[config.mk]
export PLATFORM = sky130hd
export DESIGN_NAME = gcd_of_differences_unit_flat
export DESIGN_NICKNAME = d
export VERILOG_FILES = /design/src/design/gcddu_pkg.sv /design/src/design/gcddu_sample_if.sv /design/src/design/gcddu_result_if.sv /design/src/design/gcd_of_differences_unit.sv /design/src/design/gcddu_sequencer.sv /design/src/design/gcddu_datapath.sv /design/src/flat_wrapper.sv
export VERILOG_INCLUDE_DIRS = /design/src /design/src/design
export SDC_FILE = /design/constraint.sdc
export NUM_CORES = 1
export LEC_CHECK = 0
export ABC_AREA = 1
export BUFFER_PORTS_ARGS = -buffer_cell sky130_fd_sc_hd__clkbuf_2
export CAP_MARGIN = 10
export CORE_MARGIN = 2
export CORE_UTILIZATION = 54
export DETAILED_ROUTE_END_ITERATION = 8
export PLACE_DENSITY = 0.71
export SKIP_CTS_REPAIR_TIMING = 1
export SLEW_MARGIN = 15
export SYNTH_ARGS = -nofsm -noshare
export SYNTH_HDL_FRONTEND = slang
export SYNTH_HIERARCHICAL = 1
export SYNTH_SLANG_ARGS = --single-unit
[constraint.sdc]
create_clock -name clk -period 4.8 [get_ports clk]
set_clock_uncertainty 0.15 [all_clocks]
set_input_delay 0.48 -clock clk [delete_from_list [all_inputs] [get_ports clk]]
set_output_delay 0.48 -clock clk [all_outputs]
set_load 0.1 [all_outputs]
[src/design/gcd_of_differences_unit_macros.svh]
// Assertion macros shared by the gcd of differences unit.
`ifndef GCD_OF_DIFFERENCES_UNIT_MACROS_SVH
`define GCD_OF_DIFFERENCES_UNIT_MACROS_SVH

`ifndef NO_ASSERTIONS

// Same-cycle implication, checked at every rising clock edge out of reset.
`define GCDDU_ASSERT_IMPLIES(label, clk, rst_n, ante, cons) \
    label: assert property (@(posedge clk) disable iff (!rst_n) (ante) |-> (cons)) \
        else $error("gcd of differences unit: assertion failed");

// Next-cycle implication, checked at every rising clock edge out of reset.
`define GCDDU_ASSERT_NEXT(label, clk, rst_n, ante, cons) \
    label: assert property (@(posedge clk) disable iff (!rst_n) (ante) |=> (cons)) \
        else $error("gcd of differences unit: assertion failed");

`else

`define GCDDU_ASSERT_IMPLIES(label, clk, rst_n, ante, cons)
`define GCDDU_ASSERT_NEXT(label, clk, rst_n, ante, cons)

`endif

`endif

[src/design/gcddu_pkg.sv]
// Package with the types, constants and microprogram of the gcd of differences unit.
`default_nettype none

package gcddu_pkg;

    localparam int SAMPLE_BITS        = 32;
    localparam int GCD_OUT_BITS       = 32;
    localparam int DEFAULT_VALUE_BITS = 32;
    localparam int UPC_BITS           = 3;

    typedef logic [UPC_BITS-1:0] upc_t;

    typedef enum logic [2:0] {
        OP_NOP,
        OP_COPY_B,
        OP_SHIFT_BOTH,
        OP_SHIFT_A,
        OP_SHIFT_B,
        OP_SUB,
        OP_FINISH
    } op_t;

    typedef enum logic [2:0] {
        CND_ALWAYS,
        CND_A_ZERO,
        CND_B_ZERO,
        CND_BOTH_EVEN,
        CND_A_EVEN,
        CND_B_EVEN
    } cond_t;

    // Microprogram addresses.
    localparam upc_t UPC_TEST_A    = 3'd0;
    localparam upc_t UPC_TEST_B    = 3'd1;
    localparam upc_t UPC_COMMON    = 3'd2;
    localparam upc_t UPC_STRIP_A   = 3'd3;
    localparam upc_t UPC_TEST_DIFF = 3'd4;
    localparam upc_t UPC_STRIP_B   = 3'd5;
    localparam upc_t UPC_FINISH    = 3'd6;

    // One control word: a condition picks one of two operation/next-address pairs.
    typedef struct packed {
        cond_t cond;
        op_t   op_true;
        upc_t  next_true;
        op_t   op_false;
        upc_t  next_false;
    } uword_t;

    typedef struct packed {
        logic busy;
        op_t  op;
    } seq_ctrl_t;

    typedef struct packed {
        logic a_zero;
        logic b_zero;
        logic a_even;
        logic b_even;
    } dp_flags_t;

    // Binary gcd of a and b, leaving the odd part in a and the common power of two in k when both are nonzero.
    function automatic uword_t ucode_rom(input upc_t upc);
        uword_t w;
        unique case (upc)
            UPC_TEST_A:    w = '{CND_A_ZERO,    OP_COPY_B,     UPC_FINISH,
                                 OP_NOP,        UPC_TEST_B};
            UPC_TEST_B:    w = '{CND_B_ZERO,    OP_NOP,        UPC_FINISH,
                                 OP_NOP,        UPC_COMMON};
            UPC_COMMON:    w = '{CND_BOTH_EVEN, OP_SHIFT_BOTH, UPC_COMMON,
                                 OP_NOP,        UPC_STRIP_A};
            UPC_STRIP_A:   w = '{CND_A_EVEN,    OP_SHIFT_A,    UPC_STRIP_A,
                                 OP_NOP,        UPC_TEST_DIFF};
            UPC_TEST_DIFF: w = '{CND_B_ZERO,    OP_NOP,        UPC_FINISH,
                                 OP_NOP,        UPC_STRIP_B};
            UPC_STRIP_B:   w = '{CND_B_EVEN,    OP_SHIFT_B,    UPC_STRIP_B,
                                 OP_SUB,        UPC_TEST_DIFF};
            default:       w = '{CND_ALWAYS,    OP_FINISH,     UPC_TEST_A,
                                 OP_FINISH,     UPC_TEST_A};
        endcase
        return w;
    endfunction

endpackage

`default_nettype wire

[src/design/gcddu_sample_if.sv]
// Interface for the input channel: one signed sample and its last mark per item.
`default_nettype none

interface gcddu_sample_if;
    logic                                       valid;
    logic                                       ready;
    logic signed [gcddu_pkg::SAMPLE_BITS-1:0]   sample_value;
    logic                                       last_item;

    modport source (output valid, output sample_value, output last_item, input ready);
    modport sink   (input valid, input sample_value, input last_item, output ready);
endinterface

`default_nettype wire

[src/design/gcddu_result_if.sv]
// Interface for the output channel: one gcd result and its found flag per item.
`default_nettype none

interface gcddu_result_if;
    logic                                 valid;
    logic                                 ready;
    logic [gcddu_pkg::GCD_OUT_BITS-1:0]   gcd_value;
    logic                                 found;

    modport source (output valid, output gcd_value, output found, input ready);
    modport sink   (input valid, input gcd_value, input found, output ready);
endinterface

`default_nettype wire

[src/design/gcd_of_differences_unit.sv]
// Top level of the gcd of differences unit: handshakes, set state and result register.
`default_nettype none

`include "gcd_of_differences_unit_macros.svh"

// The unit reads a set of signed integers, one item per sample, the final item of
// each set carrying last_item. For every set it returns one item holding the
// greatest common divisor of all differences between the values, that is the
// largest modulus under which they are all congruent, with found set when at
// least two distinct values were seen; when every value is equal (or the set has
// a single item) gcd_value is 0 and found is 0. Samples are taken as
// VALUE_BITS-bit two's complement numbers (truncated or sign extended), the gcd
// is worked out at that width and gcd_value carries its low 32 bits. The first
// item of a set is only stored as the reference value. Every later item runs a
// short binary gcd microprogram over one shared shift/subtract datapath, folding
// the absolute difference from the reference into the running gcd: a load, zero
// tests of both operands, a shift per common factor of two, a shift per stripped
// factor of two, and a zero test and a subtraction per reduction step. Items are
// taken one at a time; a finished result waits in the output register while the
// next item of the following set is accepted.
module gcd_of_differences_unit #(
    parameter int VALUE_BITS = gcddu_pkg::DEFAULT_VALUE_BITS
) (
    input  logic           clk,
    input  logic           rst_n,
    gcddu_sample_if.sink   samples,
    gcddu_result_if.source results
);
    import gcddu_pkg::*;

    logic [VALUE_BITS-1:0]   value_ext;
    logic [VALUE_BITS-1:0]   v_minus_r;
    logic [VALUE_BITS-1:0]   r_minus_v;
    logic                    v_lt_r;
    logic [VALUE_BITS-1:0]   abs_diff;
    logic [VALUE_BITS-1:0]   dp_result;
    logic [GCD_OUT_BITS-1:0] gcd_low;

    seq_ctrl_t ctrl;
    dp_flags_t flags;

    logic accept;
    logic start;
    logic done;
    logic emit;

    // Control state.
    logic have_ref_reg;
    logic have_ref_next;
    logic last_pending_reg;
    logic last_pending_next;
    logic emit_req_reg;
    logic emit_req_next;
    logic out_valid_reg;
    logic out_valid_next;

    // Payload.
    logic [VALUE_BITS-1:0]   ref_reg;
    logic [VALUE_BITS-1:0]   ref_next;
    logic [VALUE_BITS-1:0]   gcd_reg;
    logic [VALUE_BITS-1:0]   gcd_next;
    logic [GCD_OUT_BITS-1:0] out_gcd_reg;
    logic [GCD_OUT_BITS-1:0] out_gcd_next;
    logic                    out_found_reg;
    logic                    out_found_next;

    // Bring the 32-bit sample to the working width.
    generate
        if (VALUE_BITS <= SAMPLE_BITS)
        begin : g_narrow
            assign value_ext = samples.sample_value[VALUE_BITS-1:0];
        end
        else
        begin : g_wide
            assign value_ext = {{(VALUE_BITS-SAMPLE_BITS){samples.sample_value[SAMPLE_BITS-1]}},
                                samples.sample_value};
        end
    endgenerate

    // The result field keeps the low bits of the gcd, zero extended when narrower.
    generate
        if (VALUE_BITS >= GCD_OUT_BITS)
        begin : g_out_trunc
            assign gcd_low = gcd_reg[GCD_OUT_BITS-1:0];
        end
        else
        begin : g_out_ext
            assign gcd_low = {{(GCD_OUT_BITS-VALUE_BITS){1'b0}}, gcd_reg};
        end
    endgenerate

    // The true difference of two VALUE_BITS-bit numbers always fits in VALUE_BITS
    // bits unsigned, so both wrapped subtractions are exact once the sign is known.
    assign v_minus_r = value_ext - ref_reg;
    assign r_minus_v = ref_reg - value_ext;
    assign v_lt_r    = $signed(value_ext) < $signed(ref_reg);
    assign abs_diff  = v_lt_r ? r_minus_v : v_minus_r;

    assign samples.ready = !ctrl.busy && !emit_req_reg;
    assign accept        = samples.valid && samples.ready;
    assign start         = accept && have_ref_reg;
    assign done          = (ctrl.op == OP_FINISH);
    assign emit          = emit_req_reg && (!out_valid_reg || results.ready);

    gcddu_sequencer u_sequencer (
        .clk   (clk),
        .rst_n (rst_n),
        .start (start),
        .flags (flags),
        .ctrl  (ctrl)
    );

    gcddu_datapath #(
        .VALUE_BITS (VALUE_BITS)
    ) u_datapath (
        .clk    (clk),
        .rst_n  (rst_n),
        .start  (start),
        .load_a (gcd_reg),
        .load_b (abs_diff),
        .ctrl   (ctrl),
        .flags  (flags),
        .result (dp_result)
    );

    always_comb
    begin
        have_ref_next     = have_ref_reg;
        last_pending_next = last_pending_reg;
        emit_req_next     = emit_req_reg;
        out_valid_next    = out_valid_reg;
        ref_next          = ref_reg;
        gcd_next          = gcd_reg;
        out_gcd_next      = out_gcd_reg;
        out_found_next    = out_found_reg;

        if (accept)
        begin
            if (!have_ref_reg)
            begin
                // First item of a set: it becomes the reference, no gcd work.
                ref_next      = value_ext;
                gcd_next      = '0;
                have_ref_next = 1'b1;
                emit_req_next = samples.last_item;
            end
            else
            begin
                last_pending_next = samples.last_item;
            end
        end

        if (done)
        begin
            gcd_next = dp_result;
            if (last_pending_reg)
            begin
                emit_req_next = 1'b1;
            end
        end

        if (emit)
        begin
            // Hand the set's result to the output register and start a new set.
            out_valid_next = 1'b1;
            out_gcd_next   = gcd_low;
            out_found_next = (gcd_reg != '0);
            emit_req_next  = 1'b0;
            have_ref_next  = 1'b0;
            gcd_next       = '0;
        end
        else if (results.ready)
        begin
            out_valid_next = 1'b0;
        end
    end

    always_ff @(posedge clk or negedge rst_n)
    begin
        if (!rst_n)
        begin
            have_ref_reg     <= 1'b0;
            last_pending_reg <= 1'b0;
            emit_req_reg     <= 1'b0;
            out_valid_reg    <= 1'b0;
        end
        else
        begin
            have_ref_reg     <= have_ref_next;
            last_pending_reg <= last_pending_next;
            emit_req_reg     <= emit_req_next;
            out_valid_reg    <= out_valid_next;
        end
    end

    always_ff @(posedge clk)
    begin
        ref_reg       <= ref_next;
        gcd_reg       <= gcd_next;
        out_gcd_reg   <= out_gcd_next;
        out_found_reg <= out_found_next;
    end

    assign results.valid     = out_valid_reg;
    assign results.gcd_value = out_gcd_reg;
    assign results.found     = out_found_reg;

    `GCDDU_ASSERT_NEXT(a_start_runs, clk, rst_n, start, ctrl.busy)
    `GCDDU_ASSERT_NEXT(a_finish_idles, clk, rst_n, done, !ctrl.busy)
    `GCDDU_ASSERT_IMPLIES(a_no_emit_while_busy, clk, rst_n, emit_req_reg, !ctrl.busy)
    `GCDDU_ASSERT_NEXT(a_emit_loads_out, clk, rst_n, emit,
                       out_valid_reg && !emit_req_reg && !have_ref_reg)

endmodule

`default_nettype wire

[src/design/gcddu_sequencer.sv]
// Microcode sequencer: step counter, control word table and conditional jumps.
`default_nettype none

module gcddu_sequencer (
    input  logic                 clk,
    input  logic                 rst_n,
    input  logic                 start,
    input  gcddu_pkg::dp_flags_t flags,
    output gcddu_pkg::seq_ctrl_t ctrl
);
    import gcddu_pkg::*;

    logic   busy_reg;
    logic   busy_next;
    upc_t   upc_reg;
    upc_t   upc_next;
    uword_t uword;
    logic   cond_true;
    op_t    op_sel;

    assign uword = ucode_rom(upc_reg);

    always_comb
    begin
        unique case (uword.cond)
            CND_ALWAYS:    cond_true = 1'b1;
            CND_A_ZERO:    cond_true = flags.a_zero;
            CND_B_ZERO:    cond_true = flags.b_zero;
            CND_BOTH_EVEN: cond_true = flags.a_even && flags.b_even;
            CND_A_EVEN:    cond_true = flags.a_even;
            CND_B_EVEN:    cond_true = flags.b_even;
            default:       cond_true = 1'b1;
        endcase
    end

    assign op_sel = cond_true ? uword.op_true : uword.op_false;

    always_comb
    begin
        busy_next = busy_reg;
        upc_next  = upc_reg;
        if (busy_reg)
        begin
            upc_next = cond_true ? uword.next_true : uword.next_false;
            if (op_sel == OP_FINISH)
            begin
                busy_next = 1'b0;
            end
        end
        else if (start)
        begin
            busy_next = 1'b1;
            upc_next  = UPC_TEST_A;
        end
    end

    always_ff @(posedge clk or negedge rst_n)
    begin
        if (!rst_n)
        begin
            busy_reg <= 1'b0;
            upc_reg  <= UPC_TEST_A;
        end
        else
        begin
            busy_reg <= busy_next;
            upc_reg  <= upc_next;
        end
    end

    always_comb
    begin
        ctrl.busy = busy_reg;
        ctrl.op   = busy_reg ? op_sel : OP_NOP;
    end

endmodule

`default_nettype wire

[src/design/gcddu_datapath.sv]
// Binary gcd datapath: two operand registers, a shift count and two subtractors.
`default_nettype none

`include "gcd_of_differences_unit_macros.svh"

module gcddu_datapath #(
    parameter int VALUE_BITS = gcddu_pkg::DEFAULT_VALUE_BITS
) (
    input  logic                  clk,
    input  logic                  rst_n,
    input  logic                  start,
    input  logic [VALUE_BITS-1:0] load_a,
    input  logic [VALUE_BITS-1:0] load_b,
    input  gcddu_pkg::seq_ctrl_t  ctrl,
    output gcddu_pkg::dp_flags_t  flags,
    output logic [VALUE_BITS-1:0] result
);
    import gcddu_pkg::*;

    localparam int K_BITS = $clog2(VALUE_BITS);

    logic [VALUE_BITS-1:0] a_reg;
    logic [VALUE_BITS-1:0] a_next;
    logic [VALUE_BITS-1:0] b_reg;
    logic [VALUE_BITS-1:0] b_next;
    logic [K_BITS-1:0]     k_reg;
    logic [K_BITS-1:0]     k_next;
    logic [VALUE_BITS-1:0] a_minus_b;
    logic [VALUE_BITS-1:0] b_minus_a;
    logic                  a_gt_b;

    assign a_minus_b = a_reg - b_reg;
    assign b_minus_a = b_reg - a_reg;
    assign a_gt_b    = a_reg > b_reg;

    always_comb
    begin
        a_next = a_reg;
        b_next = b_reg;
        k_next = k_reg;
        if (start)
        begin
            a_next = load_a;
            b_next = load_b;
            k_next = '0;
        end
        else
        begin
            unique case (ctrl.op)
                OP_COPY_B:
                begin
                    a_next = b_reg;
                end
                OP_SHIFT_BOTH:
                begin
                    a_next = a_reg >> 1;
                    b_next = b_reg >> 1;
                    k_next = k_reg + K_BITS'(1);
                end
                OP_SHIFT_A:
                begin
                    a_next = a_reg >> 1;
                end
                OP_SHIFT_B:
                begin
                    b_next = b_reg >> 1;
                end
                OP_SUB:
                begin
                    // Keep the smaller odd value in a, the even difference in b.
                    if (a_gt_b)
                    begin
                        a_next = b_reg;
                        b_next = a_minus_b;
                    end
                    else
                    begin
                        b_next = b_minus_a;
                    end
                end
                default:
                begin
                    a_next = a_reg;
                end
            endcase
        end
    end

    always_ff @(posedge clk)
    begin
        a_reg <= a_next;
        b_reg <= b_next;
        k_reg <= k_next;
    end

    always_comb
    begin
        flags.a_zero = (a_reg == '0);
        flags.b_zero = (b_reg == '0);
        flags.a_even = !a_reg[0];
        flags.b_even = !b_reg[0];
    end

    assign result = a_reg << k_reg;

    `GCDDU_ASSERT_IMPLIES(a_sub_on_odd, clk, rst_n, ctrl.op == OP_SUB, a_reg[0] && b_reg[0])
    `GCDDU_ASSERT_IMPLIES(a_shift_a_even, clk, rst_n, ctrl.op == OP_SHIFT_A, !a_reg[0])
    `GCDDU_ASSERT_IMPLIES(a_shift_both_even, clk, rst_n, ctrl.op == OP_SHIFT_BOTH,
                          !a_reg[0] && !b_reg[0])

endmodule

`default_nettype wire

[src/flat_wrapper.sv]
// flat-port wrapper written by rule: the top's interface ports become plain ports
module gcd_of_differences_unit_flat import gcddu_pkg::*;
#(
    parameter int VALUE_BITS = gcddu_pkg::DEFAULT_VALUE_BITS
)
  (clk, rst_n, samples_valid, samples_sample_value, samples_last_item, samples_ready, results_valid, results_gcd_value, results_found, results_ready);
  gcddu_sample_if samples_i ();
  gcddu_result_if results_i ();
  input  logic clk;
  input  logic rst_n;
  input wire logic [$bits(samples_i.valid)-1:0] samples_valid;
  input wire logic [$bits(samples_i.sample_value)-1:0] samples_sample_value;
  input wire logic [$bits(samples_i.last_item)-1:0] samples_last_item;
  output wire logic [$bits(samples_i.ready)-1:0] samples_ready;
  output wire logic [$bits(results_i.valid)-1:0] results_valid;
  output wire logic [$bits(results_i.gcd_value)-1:0] results_gcd_value;
  output wire logic [$bits(results_i.found)-1:0] results_found;
  input wire logic [$bits(results_i.ready)-1:0] results_ready;
  assign samples_i.valid = samples_valid;
  assign samples_i.sample_value = samples_sample_value;
  assign samples_i.last_item = samples_last_item;
  assign samples_ready = samples_i.ready;
  assign results_valid = results_i.valid;
  assign results_gcd_value = results_i.gcd_value;
  assign results_found = results_i.found;
  assign results_i.ready = results_ready;
  gcd_of_differences_unit #(.VALUE_BITS(VALUE_BITS)) u_core (.clk(clk), .rst_n(rst_n), .samples(samples_i), .results(results_i));
endmodule
======== Yosys cells after proc, flatten, opt, wreduce, memory -nomap -nowiden ========
Index checks and enable logic that the tools add are counted.
storage, ports and cells
  register bits ........................... 174
  input port bits ......................... 37
  output and inout port bits .............. 35
  word-level logic and storage cells ...... 97
operators by class
  add/sub/neg operators ................... 5
  order comparisons ....................... 2
  eq/ne operators ......................... 19
  shift operators ......................... 1
  multiplexer cells ....................... 29
  bitwise logic cells ..................... 1
  reduce and logical (&&, ||, !) cells .... 27
operators by type and width
  operator                                                                count
  32-bit 2-to-1 mux                                                       8
  32-bit subtractor                                                       4
  32-bit case mux with 3 select lines                                     1
  15-bit case mux with 6 select lines                                     1
  32-bit logical NOT                                                      2
  32-bit case mux with 2 select lines                                     1
  32-bit greater-than comparator                                          1
  32-bit less-than comparator                                             1
  32-bit nonzero test                                                     1
  32-bit by 5-bit << shifter with 32-bit output                           1
  3-bit equality test (second input constant)                             8
  3-bit by 2-bit equality test with 1-bit output (second input constant)  6
  3-bit 2-to-1 mux                                                        5
  1-bit 2-to-1 mux                                                        12
  3-bit by 1-bit equality test with 1-bit output (second input constant)  3
  2-bit AND reduction                                                     4
  2-bit nonzero test                                                      4
  5-bit by 1-bit adder with 5-bit output (second input constant)          1
  1-bit logical AND                                                       5
  1-bit logical NOT                                                       5
  1-bit case mux with 5 select lines                                      1
  4-bit nonzero test                                                      1
  2-bit OR reduction                                                      2
  3-bit logical NOT                                                       1
  other kinds (5)                                                         5

======== Depth between registers and ports, before layout ========
  depth after elaboration ................. 10
  gate-level depth with buffers ........... 20
  mapped depth without buffers ............ 19

======== Hierarchy ========
The synthesis kept the hierarchy.
by module, submodules not included
  module                   instances  cells each  area each (um^2)  seq. area each (um^2)
  gcddu_datapath           1          1,730       10,334.9          2,021.9
  gcd_of_differences_unit  1          1,291       8,674.6           2,692.6
  gcddu_sequencer          1          64          421.7             100.1

======== Worst setup path before layout ========
OpenSTA, ideal clock, no wires.
  kind .................................... flip-flop to flip-flop
  from .................................... reg u_core.u_sequencer.busy_reg
  to ...................................... reg u_core.u_datapath.a_reg[0], enable pin
  library setup time ...................... 0.432 ns
  arrival time ............................ 4.457 ns
  data required time ...................... 4.218 ns
  path slack .............................. -0.239 ns
  cell stages (with the launch flop) ...... 8
  path buffers ............................ 2
  period minus slack after synthesis ...... 5.039 ns
  path through ............................ dfrtp_1 > buf_4 > nor2_1 > nand2_1 > nor2_1 > clkbuf_1 > nor2_1 > a21oi_1
between the ends
  cells in the longest elaborated chain, start to end .. 6
  elaborated cells between the ends (all ways) .. 13
  classes of those cells .................. 5 x eq/ne; 1 x mux; 7 x reduce/logical
ends and longest elaborated chain
  item                                                                                             line                            source
  start: declaration                                                                               gcddu_sequencer.sv:13           logic busy_reg;
  start signal: assignment                                                                         gcddu_sequencer.sv:66           busy_reg <= busy_next;
  1-bit logical NOT (*)                                                                            gcd_of_differences_unit.sv:99   assign samples.ready = !ctrl.busy && !emit_req_reg;
  1-bit logical AND (*)                                                                            gcd_of_differences_unit.sv:99
  via samples_ready                                                                                flat_wrapper.sv:14              output wire logic [$bits(samples_i.ready)-1:0] samples_ready;
  1-bit logical AND (*)                                                                            gcd_of_differences_unit.sv:100  assign accept = samples.valid && samples.ready;
  1-bit logical AND (*)                                                                            gcd_of_differences_unit.sv:101  assign start = accept && have_ref_reg;
  via u_core.start                                                                                 gcd_of_differences_unit.sv:43   logic start;
  3-bit by 2-bit != test with 1-bit output (no line) / 4-bit nonzero test (equally long branches)  -
  2-bit AND reduction (no line) (*)                                                                -
  end signal: assignment                                                                           gcddu_datapath.sv:91            a_reg <= a_next;
  end: declaration                                                                                 gcddu_datapath.sv:22            logic [VALUE_BITS-1:0] a_reg;
The timed path passes the listed nets; every way through them passes the cells marked *.
A chain may end at the register's enable or synchronous reset.

==> out/qor.txt <==
Synth Area in Compound Gates -> 0.116
delay of the slowest critical-path stage -> 550 ps
Final #Nets -> 3,256
Synth area leaders -> nand2_1 21%, edfxtp_1 20%, inv_1 10%
crit-path max FO -> 33
Buffers on Ports -> 71
diodes inserted -> 0
syn_nets -> 3,253
clock slew at reported path FFs -> 80 ps
router iterations before antenna repair -> 8
floorplan row count -> 69
dpl cell area -> 19,900 sq um
Tot GR Track Use -> 0.357
crit-path cells -> nor4_1, nand4_1, nor3_1, nand2_1, a21oi_2, nor2_4, nand2_4, nand2_2, nor2_1, inv_1, nor2_2, buf_4, nand2_1, nand3_1, buf_4
setup slack, reg-to-reg -> 960 ps
status -> finished, final reports clean
Least-Margin Pin Slew -> 1050 ps
final total power -> 16.8 mW
CP arrival -> 3800 ps
Post-synth EDFFs -> 129
FFs w/ async S/R, synth -> 0.0460
NetSw -> 10.1 mW
CTS Buf Count -> 17
clk sink count -> 174
Combinational Power Share -> 0.728
Mapped Area -> 19,400 sq um
hold_ws -> 61.5 ps
DP Wirelength -> 55,100 um
vias in the first global route -> 19,000
setup repair after global routing missed its margin -> false
endpoints failing setup -> 0
Ys Warns -> 6
top_reg_cell synth -> edfxtp_1
Clk pwr share -> 0.087
leakage -> 10.9 nW
switching share of power -> 0.604
mux cell area share after synthesis -> 0.00831
Initial Util -> 0.548
Critical Path Slowest Stage Cell -> edfxtp_1
worst reg-to-reg path cell count -> 15
P per Cell Area -> 819 nW/um^2
global-route wire length before repair -> 104,000 um
H-Tree Depth -> 4
largest area contributor in the netlist -> nand2_1
Area growth syn-to-layout -> 5.54%
routed len/inst -> 19.1 um
die area -> 37,500 sq um
critical path class -> reg2reg
Die Width -> 194 um
CP startpoint kind -> flop
Slew Limit Fails -> 0
Gate Count Post-Synth -> 3,085
post-synth top area share -> 0.212
Internal -> 6.66 mW
drt total wl -> 67,900 um
Starting DRT DRC Count -> 2,114
relative slew slack -> 0.296
DR vias/cell -> 5.55
Post-Synth Adder-Cell Area -> 0.0859
Period minus WS final -> 3840 ps
Max Clock Freq -> 261 MHz
antenna-violating nets left -> 0
CTS max path bufs -> 2
initial antenna violation count -> 0
Hold WC Path Type -> in2reg
FF-to-FF Start -> u_core/u_datapath/b_reg[23]
Root Driver -> clkbuf_16
GPL Wtd Cong -> 1.00
Reg-to-Reg End -> u_core/u_datapath/b_reg[29]
die outline height -> 194 um
largest net degree at the start of global routing -> 51
Endpoint, Worst Hold -> u_core/ref_reg[31]
Crit. End Element -> flop
hold path start -> samples_sample_value[31]
Yosys cell types -> 53
Synth top cells by count -> 1,096 x nand2_1, 528 x inv_1, 207 x nor2_1
final period utilization -> 0.799
fin util -> 0.578
simple-gate share of the synthesized area -> 0.375
max cap viols -> 0
CTS tree -> yes
endpoints failing hold -> 0
Critical Path RT -> 4770 ps
Seq pwr share -> 0.184
layout cells sized above 1 -> 0.108
Core ar. -> 35,500 sq um
dpl cells -> 3,529
xor and xnor area share after synthesis -> 0.0270
main combinational cell family by area after synthesis -> simple AND/OR/NAND/NOR gates
I/O pin cnt -> 72
hold depth -> 1
Post-Layout Cell Count -> 3,562
setup ws final -> 964 ps
post-synthesis register bit count -> 174
mean post-synth cell area -> 6.30 sq um
clk_lat worst skew -> 470 ps
post-route design area -> 20,500 sq um
sequential area share after synthesis -> 0.248
vias post-DR -> 19,800
GRT overflow -> 0
Post-Place Setup Slack -> 1060 ps
Setup TNS Final -> 0 ps
# DRC -> 0
count leader, synth -> nand2_1
maximum vdd drop -> 0.728 mV
-- how the worst max path moves through the flow --
| stage | from | endpoint | cells past startpoint |
|---|---|---|---|
| floorplan | u_core/u_sequencer/busy_reg | u_core/gcd_low[10] | 8 |
| global placement | samples_sample_value[0] | u_core/u_datapath/b_reg[18] | 20 |
| detailed placement | samples_sample_value[0] | u_core/u_datapath/b_reg[18] | 20 |
| CTS | u_core/u_datapath/a_reg[0] | u_core/u_datapath/a_reg[29] | 15 |
| global route | u_core/u_datapath/b_reg[24] | u_core/u_datapath/b_reg[26] | 15 |
| finish | u_core/u_datapath/b_reg[23] | u_core/u_datapath/b_reg[29] | 15 |
-- kinds of logic (layout without fill, tap and decap cells) --
logic type,Yosys count,count (layout)
AND/OR/NAND/NOR,1677,1677
buffers and inverters,652,668
AO/OA/AOI/OAI,375,375
flip-flops,174,174
adder cells (fa/ha/maj),131,131
XOR/XNOR,60,60
multiplexers,16,16
-- cells in the final DEF, fill, tap and decap left out, types with 19 or more instances in the layout --
cell      Yosys  final
xor2_1       44     44
buf_4        12     19
clkbuf_2      8     71
nand4_1      41     41
inv_1       528    528
nor2_1      207    202
a21oi_2      28     29
edfxtp_1    129    129
o21ai_0      90     90
a31oi_1      35     35
nand2_2      61     61
ha_1        127    127
nand3_1     166    166
a21oi_1     165    164
nand3_2      34     34
nand2_1    1096   1096
dfxtp_1      37     37
-- layer usage --
metal  up-vias  wire length (um)  track usage  part of all wire
li1       9681                 -            -                 -
met5         -                 0            0                 0
met3       183              4560       0.0555             0.067
met1      9070             26600        0.426              0.39
met2       833             33200        0.623              0.49
met4         0              3590        0.179             0.053
-- power groups by stage --
stage / clock network [mW] / logic (mW) / registers [mW]
3_5_place_dp: 0 / 11.9 / 3.10
3_3_place_gp: 0 / 11.8 / 3.05
5_1_grt: 1.55 / 13.3 / 3.14
4_1_cts: 1.49 / 12.0 / 3.06
6_report: 1.47 / 12.2 / 3.10
2_1_floorplan: 0 / 8.38 / 3.41
-- cell type report --
type	instances	area, sq um
fill	3655	15000
tap	461	577
multi-input combinational	2259	11900
clock buffer	17	425
sequential	174	4810
timing repair buffer	92	528
clock inverter	15	186
inverter	544	2040
-- worst max-delay path: cells and delay by family, from the launching register on --
family | cells | cell delay, ps
AOI/OAI and AO/OA | 1 | 160
buffers and inverters | 3 | 830
DFF | 1 | 550
and+or+nand+nor | 11 | 1760
Power figures use the tool's default switching activity.
